## config.mk

```make
export PLATFORM = sky130hd
export DESIGN_NAME = set_assoc_cache_tag_replacement_core
export DESIGN_NICKNAME = d
export VERILOG_FILES = /design/src/sv/satr_pkg.sv /design/src/sv/satr_ram.sv /design/src/sv/satr_repl.sv /design/src/sv/set_assoc_cache_tag_replacement_core.sv
export SDC_FILE = /design/constraint.sdc
export NUM_CORES = 2
export LEC_CHECK = 0
export BUFFER_PORTS_ARGS = -buffer_cell sky130_fd_sc_hd__buf_2
export CORE_MARGIN = 8
export CORE_UTILIZATION = 45
export DETAILED_ROUTE_END_ITERATION = 10
export PLACE_DENSITY = 0.61
export SYNTH_ARGS = -nofsm -noshare
export SYNTH_HDL_FRONTEND = slang
export SYNTH_SLANG_ARGS = --single-unit
```

## constraint.sdc

```tcl
create_clock -name clk -period 21.6 [get_ports clk]
set_input_delay 4.32 -clock clk [delete_from_list [all_inputs] [get_ports clk]]
set_output_delay 4.32 -clock clk [all_outputs]
set_load 0.02 [all_outputs]
```

## src/sv/satr_pkg.sv

```systemverilog
// Shared definitions for the set-associative cache tag and replacement core.
// Holds default geometry, age width and the controller state type; no dependencies.
package satr_pkg;

  // Default cache geometry.
  localparam int DEF_NUM_WAYS   = 4;
  localparam int DEF_NUM_SETS   = 16;
  localparam int DEF_LINE_BYTES = 32;
  localparam int DEF_ADDR_BITS  = 18;

  // Width of one age entry and of the global timestamp.
  localparam int AGE_W = 32;

  // Replacement policy codes.
  localparam logic POLICY_LRU  = 1'b0;
  localparam logic POLICY_PLRU = 1'b1;

  // Controller states.
  typedef enum logic [1:0] {
    ST_CLEAR,
    ST_IDLE,
    ST_LOOKUP,
    ST_UPDATE
  } state_t;

endpackage

```

## src/sv/satr_ram.sv

```systemverilog
// Simple dual-port synchronous RAM with one write port and one registered read port.
// Used for the tag rows and the valid/age rows; no package dependencies.
module satr_ram #(
  parameter int DEPTH = 16,
  parameter int WIDTH = 8,
  parameter int AW    = 4
) (
  input  logic             clk,
  input  logic             we,
  input  logic [AW-1:0]    waddr,
  input  logic [WIDTH-1:0] wdata,
  input  logic [AW-1:0]    raddr,
  output logic [WIDTH-1:0] rdata
);

  logic [WIDTH-1:0] mem [DEPTH];

  // Write port.
  always_ff @(posedge clk) begin
    if (we) begin
      mem[waddr] <= wdata;
    end
  end

  // Registered read port.
  always_ff @(posedge clk) begin
    rdata <= mem[raddr];
  end

endmodule

```

## src/sv/satr_repl.sv

```systemverilog
// Replacement logic: victim selection and age update for LRU and bit pseudo-LRU.
// Depends on satr_pkg for the age width and the policy codes.
module satr_repl #(
  parameter int NUM_WAYS = satr_pkg::DEF_NUM_WAYS,
  parameter int WAY_W    = $clog2(NUM_WAYS)
) (
  input  logic                                       policy,
  input  logic [NUM_WAYS-1:0][satr_pkg::AGE_W-1:0]   ages,
  input  logic [WAY_W-1:0]                           upd_way,
  input  logic [satr_pkg::AGE_W-1:0]                 ts_inc,
  output logic [WAY_W-1:0]                           victim,
  output logic [NUM_WAYS-1:0][satr_pkg::AGE_W-1:0]   ages_new
);

  localparam int LVL = WAY_W;
  localparam int PAD = 1 << LVL;

  logic [PAD-1:0][satr_pkg::AGE_W-1:0] tree_age;
  logic [PAD-1:0][WAY_W-1:0]           tree_idx;
  logic [WAY_W-1:0]                    lru_victim;
  logic [WAY_W-1:0]                    plru_victim;
  logic [NUM_WAYS-1:0]                 use_bits;

  // LRU victim: reduction tree for the lowest age, ties going to the lower way.
  always_comb begin
    for (int k = 0; k < PAD; k++) begin
      tree_age[k] = (k < NUM_WAYS) ? ages[k] : '1;
      tree_idx[k] = WAY_W'(k);
    end
    for (int lv = 0; lv < LVL; lv++) begin
      for (int k = 0; k < (PAD >> (lv + 1)); k++) begin
        if (tree_age[2*k+1] < tree_age[2*k]) begin
          tree_age[k] = tree_age[2*k+1];
          tree_idx[k] = tree_idx[2*k+1];
        end else begin
          tree_age[k] = tree_age[2*k];
          tree_idx[k] = tree_idx[2*k];
        end
      end
    end
    lru_victim = tree_idx[0];
  end

  // Pseudo-LRU victim: first way whose use bit is clear, else way 0.
  always_comb begin
    for (int w = 0; w < NUM_WAYS; w++) begin
      use_bits[w] = (ages[w] != '0);
    end
    plru_victim = '0;
    for (int w = NUM_WAYS - 1; w >= 0; w--) begin
      if (!use_bits[w]) begin
        plru_victim = WAY_W'(w);
      end
    end
  end

  assign victim = (policy == satr_pkg::POLICY_PLRU) ? plru_victim : lru_victim;

  // Age refresh of the way that was used. Under pseudo-LRU the other ages are
  // kept as they are, unless every way would be marked; then they are cleared.
  always_comb begin
    logic [NUM_WAYS-1:0] bits;
    bits = use_bits;
    bits[upd_way] = 1'b1;
    for (int w = 0; w < NUM_WAYS; w++) begin
      if (policy == satr_pkg::POLICY_PLRU) begin
        if (WAY_W'(w) == upd_way) begin
          ages_new[w] = {{(satr_pkg::AGE_W-1){1'b0}}, 1'b1};
        end else if (&bits) begin
          ages_new[w] = '0;
        end else begin
          ages_new[w] = ages[w];
        end
      end else begin
        ages_new[w] = (WAY_W'(w) == upd_way) ? ts_inc : ages[w];
      end
    end
  end

endmodule

```

## src/sv/set_assoc_cache_tag_replacement_core.sv

```systemverilog
// Tag and replacement engine of a set-associative cache.
// An accepted item passes the ST_LOOKUP and ST_UPDATE states; out_strobe and the result
// are registered as ST_UPDATE ends, when the core returns to ST_IDLE.
// Each item reads, looks up and writes back one set row; no new item is taken until ST_IDLE.
// On reset a clearing pass over all NUM_SETS rows zeroes the valid/age memory, busy stays high.
// The result is shown for one cycle on out_strobe; the receiver cannot stall.
// Depends on satr_pkg, satr_ram and satr_repl.
module set_assoc_cache_tag_replacement_core #(
  parameter int NUM_WAYS   = satr_pkg::DEF_NUM_WAYS,
  parameter int NUM_SETS   = satr_pkg::DEF_NUM_SETS,
  parameter int LINE_BYTES = satr_pkg::DEF_LINE_BYTES,
  parameter int ADDR_BITS  = satr_pkg::DEF_ADDR_BITS,
  parameter int WAY_W      = $clog2(NUM_WAYS),
  parameter int LINE_W     = ADDR_BITS - $clog2(LINE_BYTES)
) (
  input  logic                 clk,
  input  logic                 rst_n,
  input  logic                 start,
  output logic                 busy,
  input  logic [ADDR_BITS-1:0] in_byte_address,
  output logic                 out_strobe,
  output logic                 out_hit,
  output logic [WAY_W-1:0]     out_way_used,
  output logic                 out_writeback_valid,
  output logic [LINE_W-1:0]    out_writeback_line,
  input  logic                 cfg_we,
  input  logic                 cfg_wdata
);

  localparam int OFF_W  = $clog2(LINE_BYTES);
  localparam int SETB   = $clog2(NUM_SETS);
  localparam int SET_W  = (SETB > 0) ? SETB : 1;
  localparam int TAG_W  = LINE_W - SETB;
  localparam int AGE_W  = satr_pkg::AGE_W;
  localparam int ST_W   = NUM_WAYS * (AGE_W + 1);
  localparam int TROW_W = NUM_WAYS * TAG_W;

  satr_pkg::state_t state_r, state_nxt;

  logic                 policy_r;
  logic [LINE_W-1:0]    line_r;
  logic [SET_W-1:0]     clr_idx_r;
  logic [AGE_W-1:0]     ts_r;
  logic                 hit_r;
  logic [WAY_W-1:0]     way_r;

  logic                 accept;
  logic [LINE_W-1:0]    line_in;
  logic [SET_W-1:0]     set_in;
  logic [SET_W-1:0]     set_r;
  logic [TAG_W-1:0]     tag_r;
  logic [AGE_W-1:0]     ts_inc;

  // Memory ports.
  logic                 st_we;
  logic [SET_W-1:0]     st_waddr;
  logic [ST_W-1:0]      st_wdata;
  logic [ST_W-1:0]      st_rdata;
  logic                 tag_we;
  logic [TROW_W-1:0]    tag_wdata;
  logic [TROW_W-1:0]    tag_rdata;
  logic [SET_W-1:0]     raddr;

  // Unpacked views of the rows.
  logic [NUM_WAYS-1:0][AGE_W:0]     st_row;
  logic [NUM_WAYS-1:0][AGE_W:0]     st_row_new;
  logic [NUM_WAYS-1:0][AGE_W-1:0]   ages;
  logic [NUM_WAYS-1:0][AGE_W-1:0]   ages_new;
  logic [NUM_WAYS-1:0]              valids;
  logic [NUM_WAYS-1:0][TAG_W-1:0]   tags;
  logic [NUM_WAYS-1:0][TAG_W-1:0]   tags_new;

  logic                 hit;
  logic [WAY_W-1:0]     hit_way;
  logic [WAY_W-1:0]     victim;
  logic                 wb_valid;
  logic [LINE_W-1:0]    wb_line;

  // Address split.
  assign line_in = in_byte_address[ADDR_BITS-1:OFF_W];
  assign set_in  = (SETB > 0) ? SET_W'(line_in) : '0;
  assign set_r   = (SETB > 0) ? SET_W'(line_r) : '0;
  assign tag_r   = TAG_W'(line_r >> SETB);
  assign ts_inc  = ts_r + AGE_W'(1);

  // Next state.
  always_comb begin
    state_nxt = state_r;
    case (state_r)
      satr_pkg::ST_CLEAR: begin
        if (clr_idx_r == SET_W'(NUM_SETS - 1)) begin
          state_nxt = satr_pkg::ST_IDLE;
        end
      end
      satr_pkg::ST_IDLE: begin
        if (start) begin
          state_nxt = satr_pkg::ST_LOOKUP;
        end
      end
      satr_pkg::ST_LOOKUP: state_nxt = satr_pkg::ST_UPDATE;
      satr_pkg::ST_UPDATE: state_nxt = satr_pkg::ST_IDLE;
      default:             state_nxt = satr_pkg::ST_CLEAR;
    endcase
  end

  // Controller outputs.
  always_comb begin
    busy     = 1'b1;
    st_we    = 1'b0;
    tag_we   = 1'b0;
    st_waddr = set_r;
    raddr    = set_r;
    case (state_r)
      satr_pkg::ST_CLEAR: begin
        st_we    = 1'b1;
        st_waddr = clr_idx_r;
      end
      satr_pkg::ST_IDLE: begin
        busy  = 1'b0;
        raddr = set_in;
      end
      satr_pkg::ST_LOOKUP: begin
      end
      satr_pkg::ST_UPDATE: begin
        st_we  = 1'b1;
        tag_we = !hit_r;
      end
      default: begin
      end
    endcase
  end

  assign accept = start && !busy;

  // State and control registers.
  always_ff @(posedge clk) begin
    if (!rst_n) begin
      state_r   <= satr_pkg::ST_CLEAR;
      clr_idx_r <= '0;
      ts_r      <= '0;
      policy_r  <= satr_pkg::POLICY_LRU;
      out_strobe <= 1'b0;
    end else begin
      state_r    <= state_nxt;
      out_strobe <= (state_r == satr_pkg::ST_UPDATE);
      if (state_r == satr_pkg::ST_CLEAR) begin
        clr_idx_r <= clr_idx_r + SET_W'(1);
      end
      if (state_r == satr_pkg::ST_UPDATE && policy_r == satr_pkg::POLICY_LRU) begin
        ts_r <= ts_inc;
      end
      if (cfg_we) begin
        policy_r <= cfg_wdata;
      end
    end
  end

  // Payload registers.
  always_ff @(posedge clk) begin
    if (accept) begin
      line_r <= line_in;
    end
    if (state_r == satr_pkg::ST_LOOKUP) begin
      hit_r <= hit;
      way_r <= hit ? hit_way : victim;
    end
    if (state_r == satr_pkg::ST_UPDATE) begin
      out_hit             <= hit_r;
      out_way_used        <= way_r;
      out_writeback_valid <= wb_valid;
      out_writeback_line  <= wb_line;
    end
  end

  // Row memories: tags, and valid bits with ages.
  satr_ram #(.DEPTH(NUM_SETS), .WIDTH(TROW_W), .AW(SET_W)) u_tag_ram (
    .clk   (clk),
    .we    (tag_we),
    .waddr (set_r),
    .wdata (tag_wdata),
    .raddr (raddr),
    .rdata (tag_rdata)
  );

  satr_ram #(.DEPTH(NUM_SETS), .WIDTH(ST_W), .AW(SET_W)) u_state_ram (
    .clk   (clk),
    .we    (st_we),
    .waddr (st_waddr),
    .wdata (st_wdata),
    .raddr (raddr),
    .rdata (st_rdata)
  );

  // Row unpacking.
  assign st_row = st_rdata;
  assign tags   = tag_rdata;
  always_comb begin
    for (int w = 0; w < NUM_WAYS; w++) begin
      valids[w] = st_row[w][AGE_W];
      ages[w]   = st_row[w][AGE_W-1:0];
    end
  end

  // Tag compare across the ways; the lowest matching way wins.
  always_comb begin
    hit     = 1'b0;
    hit_way = '0;
    for (int w = NUM_WAYS - 1; w >= 0; w--) begin
      if (valids[w] && tags[w] == tag_r) begin
        hit     = 1'b1;
        hit_way = WAY_W'(w);
      end
    end
  end

  satr_repl #(.NUM_WAYS(NUM_WAYS), .WAY_W(WAY_W)) u_repl (
    .policy   (policy_r),
    .ages     (ages),
    .upd_way  (way_r),
    .ts_inc   (ts_inc),
    .victim   (victim),
    .ages_new (ages_new)
  );

  // New rows for the write-back of the set.
  always_comb begin
    tags_new = tags;
    tags_new[way_r] = tag_r;
    for (int w = 0; w < NUM_WAYS; w++) begin
      st_row_new[w] = {valids[w] || (WAY_W'(w) == way_r), ages_new[w]};
    end
  end

  assign tag_wdata = tags_new;
  assign st_wdata  = (state_r == satr_pkg::ST_CLEAR) ? '0 : st_row_new;

  // Eviction report.
  assign wb_valid = !hit_r && valids[way_r];
  assign wb_line  = wb_valid ? ((LINE_W'(tags[way_r]) << SETB) | LINE_W'(set_r)) : '0;

endmodule
```

* Word level (Yosys, flattened, before mapping)
Memories as Yosys holds them, arrays and structs flattened. A register that Yosys moved wholly into a read port is not among the register bits.
Index checks and enable logic that the tools add are counted.
** Word-level totals
- Flip-flop bits (word level) :: 73
- Memory bits (writable) :: 2688
- Input bits :: 23
- Logic and storage cells :: 116
- Memories :: 2
** Cells by class
- Add/subtract/negate cells :: 2
- Order comparisons :: 5
- Equal/unequal tests :: 13
- Muxes and demuxes :: 57
- Bitwise operators :: 3
- Reductions and logical operators :: 22
** Memory list
- u_state_ram.mem :: depth 16, width 132, rd ports 1, clocked after Yosys merged registers in 1, wr ports 1, line satr_ram.sv:16 : logic [WIDTH-1:0] mem [DEPTH];
- u_tag_ram.mem :: depth 16, width 36, rd ports 1, clocked after Yosys merged registers in 1, wr ports 1, line satr_ram.sv:16
** Operator list (count)
- 32-bit 2-to-1 mux :: 18
- 132-bit 2-to-1 mux :: 1
- 32-bit nonzero test :: 4
- 32-bit < comparator :: 3
- 36-bit bitwise mux :: 1
- 9-bit == test :: 4
- 32-bit by 1-bit adder with 32-bit output (second input constant) :: 1
- 2-bit 2-to-1 mux :: 13
- 9-bit binary-select mux with 2-bit select :: 1
- 9-bit demux with 2-bit select :: 1
- 9-bit 2-to-1 mux :: 2
- 1-bit 2-to-1 mux :: 15
- 13-bit by 4-bit OR with 13-bit output :: 1
- 1-bit logical AND :: 8
- 4-bit 2-to-1 mux :: 2
- 2-bit case mux with 4 select lines :: 1
- 4-bit by 1-bit adder with 4-bit output (second input constant) :: 1
- 2-bit == test (first input constant) :: 2
- 2-bit == test (second input constant) :: 2
- 4-bit == test (second input constant) :: 1
- 2-bit logical NOT :: 2
- 1-bit logical OR :: 4
- 2-bit inequality test (second input constant) :: 2
- 4-bit OR :: 1
- other kinds (11) :: 11

* Depth between registers and ports, before layout
- Word-level depth :: 10
- Depth in mapped cells :: 21
- Depth with buffers taken out :: 20

* Hierarchy
From an unflattened synthesis, not the netlist that was laid out.
** Second synthesis, totals
- Cells, all modules :: 5951
- Area, all modules :: 115286.8 um^2
** By module, submodules not included
- satr_ram at u_state_ram :: instances 1, cells an instance 3454, area each 82046.2 um^2, sequential area each 66063.4 um^2
- satr_ram at u_tag_ram :: instances 1, cells an instance 938, area each 22320.2 um^2, sequential area each 18017.3 um^2
- set_assoc_cache_tag_replacement_core :: instances 1, cells an instance 613, area each 5510.3 um^2, sequential area each 1791.7 um^2
- satr_repl :: instances 1, cells an instance 946, area each 5410.2 um^2, sequential area each 0.0 um^2

* Worst setup path before layout
No wires, ideal clock.
- Kind :: register -> register
- From :: register state_r[0]
- To :: memory u_state_ram.mem[6][0] in the netlist's numbering (enable)
- Library setup time :: 0.626 ns
- Data arrival time :: 6.864 ns
- Path slack :: 14.111 ns
- Cell stages (with the launch flop) :: 7
- Clock period less this slack :: 7.489 ns
- Cells stage by stage :: dfxtp_1 > inv_1 > ha_1 > buf_1 > a32oi_1 > or2_2 > nor2_1
** Between the ends
- Cells in the longest elaborated chain, start to end :: 5
- Elaborated cells between the ends (all ways) :: 7
- Those cells by class :: 1 x eq/ne; 4 x mux; 2 x reduce/logical
** RTL lines
- from (decl) :: line set_assoc_cache_tag_replacement_core.sv:38 : satr_pkg::state_t state_r, state_nxt;
- from (signal assigned) :: line set_assoc_cache_tag_replacement_core.sv:138 : state_r <= satr_pkg::ST_CLEAR;
- from (signal assigned) :: line set_assoc_cache_tag_replacement_core.sv:144 : state_r <= state_nxt;
- 2-bit == test or 2-bit logical NOT (tied branches) :: line set_assoc_cache_tag_replacement_core.sv:113 : case (state_r)
- 2-bit OR reduction (no line)
- 1-bit 2-to-1 mux :: line set_assoc_cache_tag_replacement_core.sv:113
- 1-bit 2-to-1 mux :: line satr_ram.sv:20 : if (we) begin
- 1-bit 2-to-1 mux (implied by the code) :: line satr_ram.sv:21 : mem[waddr] <= wdata;
- to (decl) :: line satr_ram.sv:16
Several ways; a longest one is shown, not always the timed one.

* Final worst setup path
- From :: input port in_byte_address[6]
- To :: register u_state_ram.rdata[81], read port of u_state_ram.mem
** Between the ends
- Cells in the longest elaborated chain, start to end :: 1
** RTL lines
- from (decl) :: line set_assoc_cache_tag_replacement_core.sv:20 : input logic [ADDR_BITS-1:0] in_byte_address,
- 4-bit 2-to-1 mux :: line set_assoc_cache_tag_replacement_core.sv:113
- to (decl) :: line satr_ram.sv:13 : output logic [WIDTH-1:0] rdata
Every way passes these cells.
A chain may end at the register's enable or synchronous reset.

==> reports/qor.yml <==
run_status:
  outcome: "completed"
layout:
  fin_nets: 9431
  area.growth.synth_to_final_pct: 12.0
  final_util: 0.506
  layout-drive-gt1-share: 0.0771
clock_network:
  cts_sinks: 2929
  post_cts_buffers: 0
  cts_resized: 0
  cts_tree: "built"
  root_buffer: "clkbuf_16"
  cts_buffers: 323
  hold_buffers: 0
  clkTransAtPathRegs_ns: 0.06
  clock_path_buffers: 4
  cts_htree_levels: 5
  worstSkewPairLatency_ns: 0.96
global_route:
  grtUsageTotal: 0.226
  antenna_found_initial: 7
  grt_pass1_vias: 74000
  grt_pass1_wl_mm: 481
  overflow: 0
  grt_max_degree: 180
logic_synthesis:
  synthArstFlopShare: 0
  synthAdderAreaFrac: 0.0105
  synth-compound-area-share: 0.0676
  synth-seq-cells: 2929
  syn_area_per_cell_um2: 12.5
  synth_top_family_by_area: "simple AND/OR/NAND/NOR gates"
  synthMuxAreaShare: 0.00722
  syn_inst: 9448
  ys_types: 63
  synth_flop_cell: "edfxtp_1"
  syn_nets: 9570
  yosys_warnings: 0
  ys_seq_area_frac: 0.726
  synth-xor-area-share: 0.00659
  synth_area_um2: 118000
  synth_edf_count: 2721
  yosys.area_share.simple: 0.159
critical_path:
  cp_slowest_cell: "buf_4"
  cp_top_family: "buffers and inverters"
  cp_max_fo: 88
  start_kind: "input pin"
  worstSetupEndpointType: "flop"
  worst_ep_required_time_ns: 22.45
  path_cells: "buf_2, nand2_1, o21ai_4, buf_4, buf_4, buf_4, buf_4, nand2_1, and3_1, a311oi_1, a311oi_1, a21oi_1"
  crit_path_start: "in_byte_address[6]"
  r2r_start: "u_state_ram.rdata[67]"
  path_buf_inv: 5
  crit_arrival_ns: 9.57
  criticalPathCategory: "in -> reg"
  crit_top_cell: "buf_4"
  cp_slowest_stage_delay_ns: 0.88
route:
  antenna_left: 0
  vias_per_cell: 5.87
  via_count: 76800
  finalWirelength_mm: 327
  first_pass_iters: 6
  wire_per_inst_um: 25.0
  drt_iter0_markers: 8553
  drc: 0
sta:
  finalSetupViolations: 0
  relSlewSlack: 0.178
  slew_violations: 0
  fin_tns_setup_ns: 0
  rsz0062_at_grt: "no"
  tightest_slew_ns: 1.23
  period_needed_ns: 8.71
  finClkSkew_ns: 0.0695
  max_freq_mhz: 115
  timing.final.hold_violations: 0
  period_share: 0.403
power_and_ir_drop:
  comb_power_share: 0.272
  intPower_w: 0.0120
  switchingPower_w: 0.00626
  peakVddDrop_mv: 0.255
  totalPowerFinal_w: 0.0183
  swShare: 0.342
  pwr-share-seq: 0.433
  p_clk_frac: 0.295
  leakage_nw: 46.4
  p_per_area_nw_per_um2: 138
floorplanning:
  num_rows: 188
  start_util: 0.451
  fp.dieW_um: 529
  dieHeight_um: 529
  io_pins: 42
  core_area_um2: 262000
  dieArea_um2: 280000
worst_hold_path:
  min_path_type: "reg -> reg"
  min_from: "ts_r[1]"
placement:
  dp_hpwl_mm: 158
  gp_congestion: 0.817
  port_buffers: 36
flow_run:
  maxCapViolCount: 0
sequential cells by signal, summed over array words and instances, names as in the netlist:
signal,cells
u_state_ram.mem,2112
u_tag_ram.mem,576
u_state_ram.rdata,132
u_tag_ram.rdata,36
ts_r,32
line_r,13
out_writeback_line,13
clr_idx_r,4
out_way_used,2
state_r,2
way_r,2
hit_r,1
out_hit,1
out_strobe,1
out_writeback_valid,1
policy_r,1
per-stage QoR:
stage,hold slack (ns),area (µm²),worst slack [ns],std cells
floorplan,0.424,118000,14.11,9448
finish,0.512,132000,12.89,13100
detailed placement,0.505,122000,12.05,12500
global route,0.542,132000,12.54,13100
CTS,0.514,132000,13.05,13100
global placement,0.490,122000,12.05,12500
cells in the mapped netlist, drive strengths merged, types with 2 or more instances:
| cell | count | area [µm²] |
|---|---|---|
| edfxtp | 2721 | 81700 |
| mux4 | 20 | 450 |
| and4 | 5 | 43.8 |
| mux2i | 37 | 370 |
| a211o | 3 | 26.3 |
| or2 | 5 | 31.3 |
| mux2 | 3 | 33.8 |
| a211oi | 20 | 150 |
| nand3b | 3 | 22.5 |
| nor3 | 29 | 150 |
| buf | 58 | 230 |
| and2 | 45 | 282 |
| or3 | 11 | 68.8 |
| nor2b | 11 | 68.8 |
| a221oi | 3 | 26.3 |
| ha | 99 | 1240 |
| o21ai | 59 | 295 |
| nand2b | 14 | 87.6 |
| o2111ai | 2 | 17.5 |
| and3 | 335 | 2100 |
| inv | 75 | 282 |
| nor2 | 134 | 503 |
| nand2 | 3059 | 11500 |
| o21a | 6 | 45.0 |
| nand3 | 685 | 3430 |
| a31oi | 180 | 1130 |
| a21o | 11 | 82.6 |
| a21boi | 11 | 82.6 |
| a311oi | 499 | 4370 |
| o211ai | 4 | 30.0 |
| xor2 | 16 | 140 |
| clkbuf | 593 | 2230 |
| nand4 | 37 | 238 |
| a2111oi | 3 | 45.1 |
| a21oi | 318 | 1590 |
| nor4 | 37 | 277 |
| xnor2 | 73 | 639 |
| dfxtp | 208 | 4160 |
cells by family (layout without fill, tap and decap cells):
logic type	Yosys count	count (layout)
simple gates	4413	4413
flops	2929	2929
compound gates	1132	1132
buf+inv	726	840
fa+ha+maj	99	99
xor+xnor	89	89
mux	60	60
other cells	0	4
worst register-to-register path, delay by kind of cell (launching register included):
family,cells,cell delay [ns]
adder cells (fa/ha/maj),2,0.61
AO/OA/AOI/OAI,11,4.14
AND/OR/NAND/NOR,3,0.70
buffers and inverters,3,0.90
flip-flops,1,0.47
final timing paths:
| path | end | slack [ns] | cells past startpoint |
|---|---|---|---|
| max | u_state_ram.rdata[81] | 12.89 | 12 |
| max reg2reg | way_r[0] | 14.56 | 19 |
| min | ts_r[1] | 0.51 | 2 |
| min reg2reg | ts_r[1] | 0.51 | 2 |
layout make-up:
type	count	area [µm²]
tap	3515	4400
inverter	75	282
sequential	2929	85900
clock inverter	136	1450
timing repair buffer	187	1510
clock buffer	442	8890
antenna	4	10.0
multi-input combinational	5793	30000
fill	22100	130000
layout by cell type (no fill, tap or decap), types with 12 or more instances in the layout:
| cell type | instances |
|---|---|
| xnor2_1 | 73 |
| bufinv_16 | 27 |
| clkbuf_1 | 86 |
| clkbuf_8 | 30 |
| nor4_1 | 34 |
| nand4_1 | 36 |
| clkbuf_16 | 326 |
| clkinv_2 | 53 |
| dfxtp_1 | 207 |
| edfxtp_1 | 2721 |
| a211oi_1 | 20 |
| mux2i_1 | 34 |
| nand2b_1 | 12 |
| a31oi_1 | 180 |
| mux4_2 | 20 |
| nor2_1 | 105 |
| o21ai_0 | 58 |
| buf_12 | 16 |
| buf_2 | 36 |
| clkinv_1 | 29 |
| xor2_1 | 16 |
| buf_4 | 135 |
| ha_1 | 98 |
| nor3_1 | 24 |
| a21oi_1 | 317 |
| and2_1 | 44 |
| nand2_1 | 3057 |
| a311oi_1 | 499 |
| inv_1 | 75 |
| and3_1 | 335 |
| nor2_4 | 29 |
| nand3_1 | 684 |
metal layers:
layer / GRT usage / part of all wire
met1: 0.314 / 0.42
met2: 0.374 / 0.47
met3: 0.0372 / 0.082
met4: 0.0599 / 0.024
met5: 0 / 0.000037
power groups by stage:
stage	Sequential, W	Combinational (W)	Clock, W
2_1_floorplan	0.00789	0.00331	0
3_3_place_gp	0.00799	0.00483	0
3_5_place_dp	0.00801	0.00494	0
4_1_cts	0.00790	0.00496	0.00546
5_1_grt	0.00797	0.00546	0.00568
6_report	0.00792	0.00498	0.00539
Power figures use the tool's default switching activity.
